## src/rtl/sdi_pkg.sv

```systemverilog
package sdi_pkg;

   localparam int unsigned PhaseW = 4;
   localparam int unsigned RetryW = 17;
   localparam int unsigned LimitW = 16;
   localparam int unsigned DivW   = 8;
   localparam int unsigned WordW  = 32;
   localparam int unsigned RcaW   = 16;
   localparam int unsigned ClassW = 12;

   localparam logic [PhaseW-1:0] PH_IDLE      = 4'd0;
   localparam logic [PhaseW-1:0] PH_CMD0      = 4'd1;
   localparam logic [PhaseW-1:0] PH_CMD8      = 4'd2;
   localparam logic [PhaseW-1:0] PH_CMD55     = 4'd3;
   localparam logic [PhaseW-1:0] PH_ACMD41    = 4'd4;
   localparam logic [PhaseW-1:0] PH_CMD2      = 4'd5;
   localparam logic [PhaseW-1:0] PH_CMD3      = 4'd6;
   localparam logic [PhaseW-1:0] PH_CMD9      = 4'd7;
   localparam logic [PhaseW-1:0] PH_CMD7      = 4'd8;
   localparam logic [PhaseW-1:0] PH_CMD13     = 4'd9;
   localparam logic [PhaseW-1:0] PH_DONE      = 4'd10;
   localparam logic [PhaseW-1:0] PH_F_TIMEOUT = 4'd11;
   localparam logic [PhaseW-1:0] PH_F_CRC     = 4'd12;
   localparam logic [PhaseW-1:0] PH_F_VOLT    = 4'd13;

   localparam logic [1:0] OP_START  = 2'd0;
   localparam logic [1:0] OP_RESP   = 2'd1;
   localparam logic [1:0] OP_DEINIT = 2'd2;

   localparam logic [1:0] RS_OK      = 2'd0;
   localparam logic [1:0] RS_TIMEOUT = 2'd1;
   localparam logic [1:0] RS_CRC     = 2'd2;

   localparam logic [2:0] ST_BUSY    = 3'd0;
   localparam logic [2:0] ST_OK      = 3'd1;
   localparam logic [2:0] ST_TIMEOUT = 3'd2;
   localparam logic [2:0] ST_CRC     = 3'd3;
   localparam logic [2:0] ST_VOLT    = 3'd4;

   localparam logic [1:0] RK_NONE  = 2'd0;
   localparam logic [1:0] RK_SHORT = 2'd1;
   localparam logic [1:0] RK_LONG  = 2'd2;

   localparam logic [5:0] CMD_GO_IDLE   = 6'd0;
   localparam logic [5:0] CMD_ALL_CID   = 6'd2;
   localparam logic [5:0] CMD_REL_ADDR  = 6'd3;
   localparam logic [5:0] CMD_SELECT    = 6'd7;
   localparam logic [5:0] CMD_IF_COND   = 6'd8;
   localparam logic [5:0] CMD_SEND_CSD  = 6'd9;
   localparam logic [5:0] CMD_STATUS    = 6'd13;
   localparam logic [5:0] CMD_OP_COND   = 6'd41;
   localparam logic [5:0] CMD_APP       = 6'd55;

   localparam logic [WordW-1:0] IF_COND_ARG = 32'h0000_01AA;
   localparam logic [WordW-1:0] OP_COND_ARG = 32'hC110_0000;
   localparam logic [DivW-1:0]  SLOW_DIV_CODE = 8'd123;
   localparam logic [DivW-1:0]  MIN_DIV = 8'd2;
   localparam logic [3:0]       STATE_TRAN = 4'd4;

   localparam logic CSR_RETRY_LIMIT = 1'b0;
   localparam logic CSR_FAST_DIV    = 1'b1;

   typedef struct packed {
      logic              issue_cmd;
      logic [5:0]        cmd_index;
      logic [WordW-1:0]  cmd_arg;
      logic [1:0]        resp_kind;
      logic [DivW-1:0]   clock_div_code;
      logic [2:0]        status;
      logic              initialised;
      logic              card_v2;
      logic              high_capacity;
      logic [RcaW-1:0]   card_address;
      logic [ClassW-1:0] command_classes;
   } result_type;

endpackage

```

## src/rtl/sd_card_init_sequencer.sv

```systemverilog
// SD card bring-up sequencer. Send op 0 to start (result asks for CMD0), then one op 1 item
// per command response; each result names the next command (index, argument, expected
// response kind) or none, plus the divider code, status and the card facts learned so far.
// Op 2 returns to idle. One item is accepted every clock cycle while rsp_stall does not back up
// the output; each result passes through one input register and one result register, waiting
// in the input register while an earlier result is held by rsp_stall, with the phase and card
// registers updated in the single step between them. Write retry_limit (index 0) and
// fast_divider (index 1) only while no item is in flight.
module sd_card_init_sequencer
   import sdi_pkg::*;
(
   input  logic              clock,
   input  logic              reset,

   input  logic              req_valid,
   output logic              req_stall,
   input  logic [1:0]        req_op,
   input  logic [1:0]        req_resp_status,
   input  logic [WordW-1:0]  req_resp_word0,
   input  logic [WordW-1:0]  req_resp_word1,
   input  logic [WordW-1:0]  req_resp_word2,
   input  logic [WordW-1:0]  req_resp_word3,

   output logic              rsp_valid,
   input  logic              rsp_stall,
   output logic              rsp_issue_cmd,
   output logic [5:0]        rsp_cmd_index,
   output logic [WordW-1:0]  rsp_cmd_arg,
   output logic [1:0]        rsp_resp_kind,
   output logic [DivW-1:0]   rsp_clock_div_code,
   output logic [2:0]        rsp_status,
   output logic              rsp_initialised,
   output logic              rsp_card_v2,
   output logic              rsp_high_capacity,
   output logic [RcaW-1:0]   rsp_card_address,
   output logic [ClassW-1:0] rsp_command_classes,

   input  logic              csr_valid,
   output logic              csr_ready,
   input  logic              csr_index,
   input  logic [LimitW-1:0] csr_data
);

   logic              in_valid_ff;
   logic [1:0]        op_ff;
   logic [1:0]        rs_ff;
   logic [WordW-1:0]  w0_ff;
   logic [WordW-1:0]  w1_ff;

   logic              out_valid_ff;
   result_type        res_ff;
   result_type        res_in;

   logic [LimitW-1:0] limit_ff;
   logic [DivW-1:0]   fdiv_ff;

   logic [PhaseW-1:0] phase_ff, phase_in;
   logic [RetryW-1:0] retry_ff, retry_in;
   logic              v2_ff, v2_in;
   logic              hc_ff, hc_in;
   logic [RcaW-1:0]   rca_ff, rca_in;
   logic [ClassW-1:0] class_ff, class_in;
   logic              ready_ff, ready_in;

   logic              fire;
   logic              in_free;
   logic [RetryW-1:0] retry_inc;
   logic              retry_over;
   logic [WordW-1:0]  addr_arg;
   logic              fail_to;

   assign fire      = in_valid_ff && (!out_valid_ff || !rsp_stall);
   assign in_free   = !in_valid_ff || fire;
   assign req_stall = !in_free;
   assign csr_ready = 1'b1;

   assign retry_inc  = retry_ff + RetryW'(1);
   assign retry_over = retry_inc > {1'b0, limit_ff};
   assign addr_arg   = {rca_ff, 16'h0000};
   assign fail_to    = (rs_ff == RS_TIMEOUT);

   always_comb begin
      phase_in = phase_ff;
      retry_in = retry_ff;
      v2_in    = v2_ff;
      hc_in    = hc_ff;
      rca_in   = rca_ff;
      class_in = class_ff;
      ready_in = ready_ff;
      res_in   = '0;

      unique case (op_ff)
         OP_START: begin
            v2_in    = 1'b0;
            hc_in    = 1'b0;
            ready_in = 1'b0;
            retry_in = '0;
            phase_in = PH_CMD0;
            res_in.issue_cmd = 1'b1;
            res_in.cmd_index = CMD_GO_IDLE;
            res_in.resp_kind = RK_NONE;
         end
         OP_RESP: begin
            unique case (phase_ff)
               PH_CMD0: begin
                  if (fail_to) begin
                     phase_in = PH_F_TIMEOUT;
                  end else begin
                     phase_in = PH_CMD8;
                     res_in.issue_cmd = 1'b1;
                     res_in.cmd_index = CMD_IF_COND;
                     res_in.cmd_arg   = IF_COND_ARG;
                     res_in.resp_kind = RK_SHORT;
                  end
               end
               PH_CMD8: begin
                  if (rs_ff == RS_OK && !w0_ff[8]) begin
                     phase_in = PH_F_VOLT;
                  end else begin
                     if (rs_ff == RS_OK) begin
                        v2_in = 1'b1;
                     end
                     phase_in = PH_CMD55;
                     res_in.issue_cmd = 1'b1;
                     res_in.cmd_index = CMD_APP;
                     res_in.resp_kind = RK_SHORT;
                  end
               end
               PH_CMD55: begin
                  if (rs_ff != RS_OK) begin
                     phase_in = fail_to ? PH_F_TIMEOUT : PH_F_CRC;
                  end else begin
                     phase_in = PH_ACMD41;
                     res_in.issue_cmd = 1'b1;
                     res_in.cmd_index = CMD_OP_COND;
                     res_in.cmd_arg   = OP_COND_ARG;
                     res_in.resp_kind = RK_SHORT;
                  end
               end
               PH_ACMD41: begin
                  if (!fail_to) begin
                     hc_in = w0_ff[30];
                  end
                  retry_in = retry_inc;
                  if (retry_over) begin
                     phase_in = PH_F_TIMEOUT;
                  end else if (!fail_to && w0_ff[31]) begin
                     phase_in = PH_CMD2;
                     res_in.issue_cmd = 1'b1;
                     res_in.cmd_index = CMD_ALL_CID;
                     res_in.resp_kind = RK_LONG;
                  end else begin
                     phase_in = PH_CMD55;
                     res_in.issue_cmd = 1'b1;
                     res_in.cmd_index = CMD_APP;
                     res_in.resp_kind = RK_SHORT;
                  end
               end
               PH_CMD2: begin
                  if (rs_ff != RS_OK) begin
                     phase_in = fail_to ? PH_F_TIMEOUT : PH_F_CRC;
                  end else begin
                     phase_in = PH_CMD3;
                     res_in.issue_cmd = 1'b1;
                     res_in.cmd_index = CMD_REL_ADDR;
                     res_in.resp_kind = RK_SHORT;
                  end
               end
               PH_CMD3: begin
                  if (rs_ff != RS_OK) begin
                     phase_in = fail_to ? PH_F_TIMEOUT : PH_F_CRC;
                  end else begin
                     rca_in   = w0_ff[31:16];
                     phase_in = PH_CMD9;
                     res_in.issue_cmd = 1'b1;
                     res_in.cmd_index = CMD_SEND_CSD;
                     res_in.cmd_arg   = {w0_ff[31:16], 16'h0000};
                     res_in.resp_kind = RK_LONG;
                  end
               end
               PH_CMD9: begin
                  if (rs_ff != RS_OK) begin
                     phase_in = fail_to ? PH_F_TIMEOUT : PH_F_CRC;
                  end else begin
                     class_in = w1_ff[31:20];
                     phase_in = PH_CMD7;
                     res_in.issue_cmd = 1'b1;
                     res_in.cmd_index = CMD_SELECT;
                     res_in.cmd_arg   = addr_arg;
                     res_in.resp_kind = RK_SHORT;
                  end
               end
               PH_CMD7: begin
                  if (rs_ff != RS_OK) begin
                     phase_in = fail_to ? PH_F_TIMEOUT : PH_F_CRC;
                  end else begin
                     retry_in = '0;
                     phase_in = PH_CMD13;
                     res_in.issue_cmd = 1'b1;
                     res_in.cmd_index = CMD_STATUS;
                     res_in.cmd_arg   = addr_arg;
                     res_in.resp_kind = RK_SHORT;
                  end
               end
               PH_CMD13: begin
                  if (rs_ff != RS_OK) begin
                     phase_in = fail_to ? PH_F_TIMEOUT : PH_F_CRC;
                  end else if (w0_ff[12:9] == STATE_TRAN) begin
                     ready_in = 1'b1;
                     phase_in = PH_DONE;
                  end else begin
                     retry_in = retry_inc;
                     if (retry_over) begin
                        phase_in = PH_F_TIMEOUT;
                     end else begin
                        res_in.issue_cmd = 1'b1;
                        res_in.cmd_index = CMD_STATUS;
                        res_in.cmd_arg   = addr_arg;
                        res_in.resp_kind = RK_SHORT;
                     end
                  end
               end
               default: begin
               end
            endcase
         end
         OP_DEINIT: begin
            ready_in = 1'b0;
            phase_in = PH_IDLE;
         end
         default: begin
         end
      endcase

      if (ready_in) begin
         res_in.clock_div_code = (fdiv_ff < MIN_DIV) ? '0 : fdiv_ff - MIN_DIV;
      end else begin
         res_in.clock_div_code = SLOW_DIV_CODE;
      end

      unique case (phase_in)
         PH_DONE:      res_in.status = ST_OK;
         PH_F_TIMEOUT: res_in.status = ST_TIMEOUT;
         PH_F_CRC:     res_in.status = ST_CRC;
         PH_F_VOLT:    res_in.status = ST_VOLT;
         default:      res_in.status = ST_BUSY;
      endcase

      res_in.initialised     = ready_in;
      res_in.card_v2         = v2_in;
      res_in.high_capacity   = hc_in;
      res_in.card_address    = rca_in;
      res_in.command_classes = class_in;
   end

   always_ff @(posedge clock) begin
      if (reset) begin
         in_valid_ff  <= 1'b0;
         out_valid_ff <= 1'b0;
         limit_ff     <= 16'hFFFF;
         fdiv_ff      <= MIN_DIV;
         phase_ff     <= PH_IDLE;
         retry_ff     <= '0;
         v2_ff        <= 1'b0;
         hc_ff        <= 1'b0;
         rca_ff       <= '0;
         class_ff     <= '0;
         ready_ff     <= 1'b0;
      end else begin
         if (in_free) begin
            in_valid_ff <= req_valid;
         end
         if (fire) begin
            out_valid_ff <= 1'b1;
            phase_ff     <= phase_in;
            retry_ff     <= retry_in;
            v2_ff        <= v2_in;
            hc_ff        <= hc_in;
            rca_ff       <= rca_in;
            class_ff     <= class_in;
            ready_ff     <= ready_in;
         end else if (!rsp_stall) begin
            out_valid_ff <= 1'b0;
         end
         if (csr_valid && csr_ready) begin
            if (csr_index == CSR_RETRY_LIMIT) begin
               limit_ff <= csr_data;
            end else begin
               fdiv_ff <= csr_data[DivW-1:0];
            end
         end
      end
   end

   always_ff @(posedge clock) begin
      if (in_free && req_valid) begin
         op_ff <= req_op;
         rs_ff <= req_resp_status;
         w0_ff <= req_resp_word0;
         w1_ff <= req_resp_word1;
      end
      if (fire) begin
         res_ff <= res_in;
      end
   end

   assign rsp_valid           = out_valid_ff;
   assign rsp_issue_cmd       = res_ff.issue_cmd;
   assign rsp_cmd_index       = res_ff.cmd_index;
   assign rsp_cmd_arg         = res_ff.cmd_arg;
   assign rsp_resp_kind       = res_ff.resp_kind;
   assign rsp_clock_div_code  = res_ff.clock_div_code;
   assign rsp_status          = res_ff.status;
   assign rsp_initialised     = res_ff.initialised;
   assign rsp_card_v2         = res_ff.card_v2;
   assign rsp_high_capacity   = res_ff.high_capacity;
   assign rsp_card_address    = res_ff.card_address;
   assign rsp_command_classes = res_ff.command_classes;

   logic unused_words;
   assign unused_words = ^{req_resp_word2, req_resp_word3, w1_ff[19:0]};

endmodule

```

## config.mk

```make
export PLATFORM = sky130hd
export DESIGN_NAME = sd_card_init_sequencer
export DESIGN_NICKNAME = d
export VERILOG_FILES = /design/src/rtl/sdi_pkg.sv /design/src/rtl/sd_card_init_sequencer.sv
export SDC_FILE = /design/constraint.sdc
export NUM_CORES = 1
export LEC_CHECK = 0
export CAP_MARGIN = 0
export CORE_MARGIN = 3
export CORE_UTILIZATION = 55
export CTS_CLUSTER_DIAMETER = 120
export DETAILED_ROUTE_END_ITERATION = 10
export DONT_BUFFER_PORTS = 1
export PLACE_DENSITY = 0.81
export SYNTH_ARGS = -nofsm -noshare
export SYNTH_HDL_FRONTEND = slang
export SYNTH_SLANG_ARGS = --single-unit
```

## constraint.sdc

```tcl
create_clock -name clock -period 10.23 [get_ports clock]
set_input_delay 2.046 -clock clock [delete_from_list [all_inputs] [get_ports clock]]
set_output_delay 2.046 -clock clock [all_outputs]
set_load 0.01 [all_outputs]
```

==> run_results.csv <==
group,metric,value,unit
run_status,outcome,"completed",
yosys,synth.distinct_cells,59,
layout,final_area,8810,µm²
power,power_leakage,3.22,nW
drt,drtPass1Iterations,6,
floorplan,num_rows,43,
drt,drt-initial-drc-count,585,
drt,wl_per_cell,19.5,µm
clock_tree,cts_root_buf,"clkbuf_16",
clock_tree,cts_buffers,17,
sta,finalSetupTns,0,ps
clock_tree,postCtsResizedCells,0,
yosys,syn_area_per_cell,10.6,µm²
floorplan,start_util,0.576,
drt,wl,18300,µm
power,power.total,1.63,mW
worst_setup_path,startpoint_type,"flip-flop",
floorplan,coreArea,14200,µm²
clock_tree,post_cts_buffers,0,
clock_tree,cts.sinks,183,
clock_tree,htreeDepth,4,
yosys,synth_flop_cell,"edfxtp_1",
place,gp_congestion,0.911,
floorplan,die_h,128,µm
place,portBuffers,0,
sta,relSlewSlack,0.220,
global_route,grt_max_degree,103,
floorplan,ios,240,
layout,postLayoutCoreUtil,0.620,
yosys,synth_top_family_by_area,"simple AND/OR/NAND/NOR gates",
worst_setup_path,cpPeakStageDelay,570,ps
layout,fin_cells,940,
sta,finClkSkew,12.6,ps
worst_setup_path,crit_arrival,4670,ps
clock_tree,clock_latency,430,ps
place,place_ws,5850,ps
worst_setup_path,worst-path-max-fanout,12,
sta,final_hold_viol_count,0,
global_route,overflow,0,
yosys,muxShareOfSynthArea,0.0412,
worst_setup_path,crit_chain,"nand4_1 > nor2_1 > and2_1 > nand4_1 > xnor2_1 > ha_1 > nand4_1 > or4_1 > o22ai_2 > a31oi_2 > o31a_1 > o32ai_1 > and2_1 > a32o_1",
power,powerDensity,184,nW/µm²
sta,rsz0062_at_grt,"false",
yosys,synthXorXnorAreaFrac,0.0214,
global_route,grt_use_total,0.222,
layout,drive_gt1_frac,0.0659,
sta,drv_slew,0,
sta,worst_slew_pin_slew,1170,ps
place,postPlaceCellArea,8180,µm²
sta,finalSetupViolCount,0,
yosys,synth-seq-area-share,0.577,
yosys,syn_inst,774,
layout,nets,918,
global_route,grt_pass1_vias,5753,
clock_tree,cts_tree,"built",
place,dp.final_hpwl,12000,µm
worst_setup_path,worstSetupPathType,"reg2reg",
worst_setup_path,end_kind,"flip-flop",
sta,fin_crit_sh,0.429,
floorplan,fp.dieArea,16400,µm²
yosys,synth_warnings,0,
yosys,synth_edf_count,105,
yosys,synth.cell_area,8180,µm²
sta,whs,471,ps
run,drv_cap,0,
yosys,netlist.area_leader.share,0.386,
yosys,synthSimpleGateAreaFrac,0.157,
yosys,yosys-top-cells-count,"125 x nor2_1, 105 x edfxtp_1, 78 x dfxtp_1, 49 x nand2_1, 45 x nor3_1",
drt,num_vias,5873,
drt,drtAntennaViolNets,0,
clock_tree,ctsLongestPathBuffers,2,
clock_tree,cts_hold_buf,0,
yosys,synth_most_common_cell,"nor2_1",
drt,drc,0,
worst_setup_path,path_common_cell,"nand4_1",
power,vdd_ir_drop_max,0.157,mV
sta,fmax,228,MHz
layout,syn_to_final_growth,7.77,%
yosys,yosysTopAreaCell,"edfxtp_1",
global_route,antenna_found_initial,1,
yosys,synth_area_leaders,"edfxtp_1 39%, dfxtp_1 19%, nor2_1 5.7%",
drt,viasPerCell,6.25,
worst_setup_path,cp_top_family,"simple AND/OR/NAND/NOR gates",
clock_tree,cts.clk_slew.worst_paths,70,ps
yosys,async_flop_share,0,
worst_setup_path,required,10510,ps
floorplan,die_x,128,µm
global_route,grt_pass1_wl,28800,µm
sta,min_period,4390,ps
hold_path,hold_path.class,"reg2reg",
worst_setup_path,critPathSlowestCell,"or4_1",
yosys,synth_compound_area_frac,0.128,
worst_setup_path,crit_buf_inv,0,
yosys,synth_adder_area_share,0.0275,
yosys,synth-seq-cells,183,
sta,setup_ws,5840,ps
place,numPlacedInstances,907,
-- worst register-to-register path, cell delays in order (launching register included) --
cell,delay (ps)
dfxtp_1,440
nand4_1,180
nor2_1,270
and2_1,270
nand4_1,140
xnor2_1,180
ha_1,340
nand4_1,180
or4_1,570
o22ai_2,160
a31oi_2,120
o31a_1,300
o32ai_1,270
and2_1,570
a32o_1,280
-- cells in the final DEF, fill, tap and decap left out, types with 5 or more instances in the layout --
master,instances
nor2_1,125
a211o_1,19
mux2_2,7
dfxtp_1,78
clkbuf_16,17
conb_1,12
nand4_1,6
nand2_1,49
a32o_1,13
o22ai_1,5
a31oi_1,7
mux2_1,22
inv_1,24
o21ai_0,21
nor2b_1,5
a21oi_1,34
nor4_1,6
xnor2_1,13
xor2_1,7
a22oi_1,17
and2_1,5
o21ai_1,5
ha_1,18
nand3_1,20
nor3_1,45
edfxtp_1,105
a211oi_1,7
-- report_power, final --
part	leakage (nW)	total [mW]	internal (mW)	switching, mW
clock	0.311	0.695	0.413	0.282
sequential	1.62	0.846	0.816	0.0299
combinational	1.28	0.0848	0.0298	0.0549
total	3.22	1.63	1.26	0.367
-- final timing paths --
kind                     end   startpoint  depth (start not counted)  slack [ps]
min               fdiv_ff[0]   fdiv_ff[0]                          2         470
min reg2reg       fdiv_ff[0]   fdiv_ff[0]                          2         470
max          rsp_cmd_arg[25]  retry_ff[3]                         14        5840
max reg2reg  rsp_cmd_arg[25]  retry_ff[3]                         14        5840
-- sequential cells by signal, indices dropped and copies added (netlist names), 4 cells and up --
name                 count
class_ff                12
fdiv_ff                  8
limit_ff                16
phase_ff                 4
rca_ff                  16
retry_ff                17
rsp_card_address        16
rsp_clock_div_code       8
rsp_cmd_arg             17
rsp_cmd_index            6
rsp_command_classes     12
w0_ff                   21
w1_ff                   12
-- kinds of logic (layout without fill, tap and decap cells) --
| group | Yosys count | in the layout |
|---|---|---|
| AO/OA/AOI/OAI | 150 | 150 |
| adder cells (fa/ha/maj) | 18 | 18 |
| other | 2 | 13 |
| multiplexers | 30 | 30 |
| AND/OR/NAND/NOR | 285 | 285 |
| buffers and inverters | 86 | 61 |
| XOR/XNOR | 20 | 20 |
| flip-flops | 183 | 183 |
-- cell type report --
cell class,count,area [µm²]
antenna,1,2.50
multi-input combinational,515,3120
fill,1109,5390
sequential,183,4710
tap,180,225
inverter,27,104
clock inverter,14,199
timing repair buffer,2,15.0
clock buffer,18,429
-- per-layer routing --
| layer | part of all wire | global-route usage |
|---|---|---|
| met1 | 0.40 | 0.268 |
| met2 | 0.52 | 0.390 |
| met3 | 0.069 | 0.0550 |
| met4 | 0.019 | 0.0705 |
| met5 | 0 | 0 |
Power figures use the tool's default switching activity.
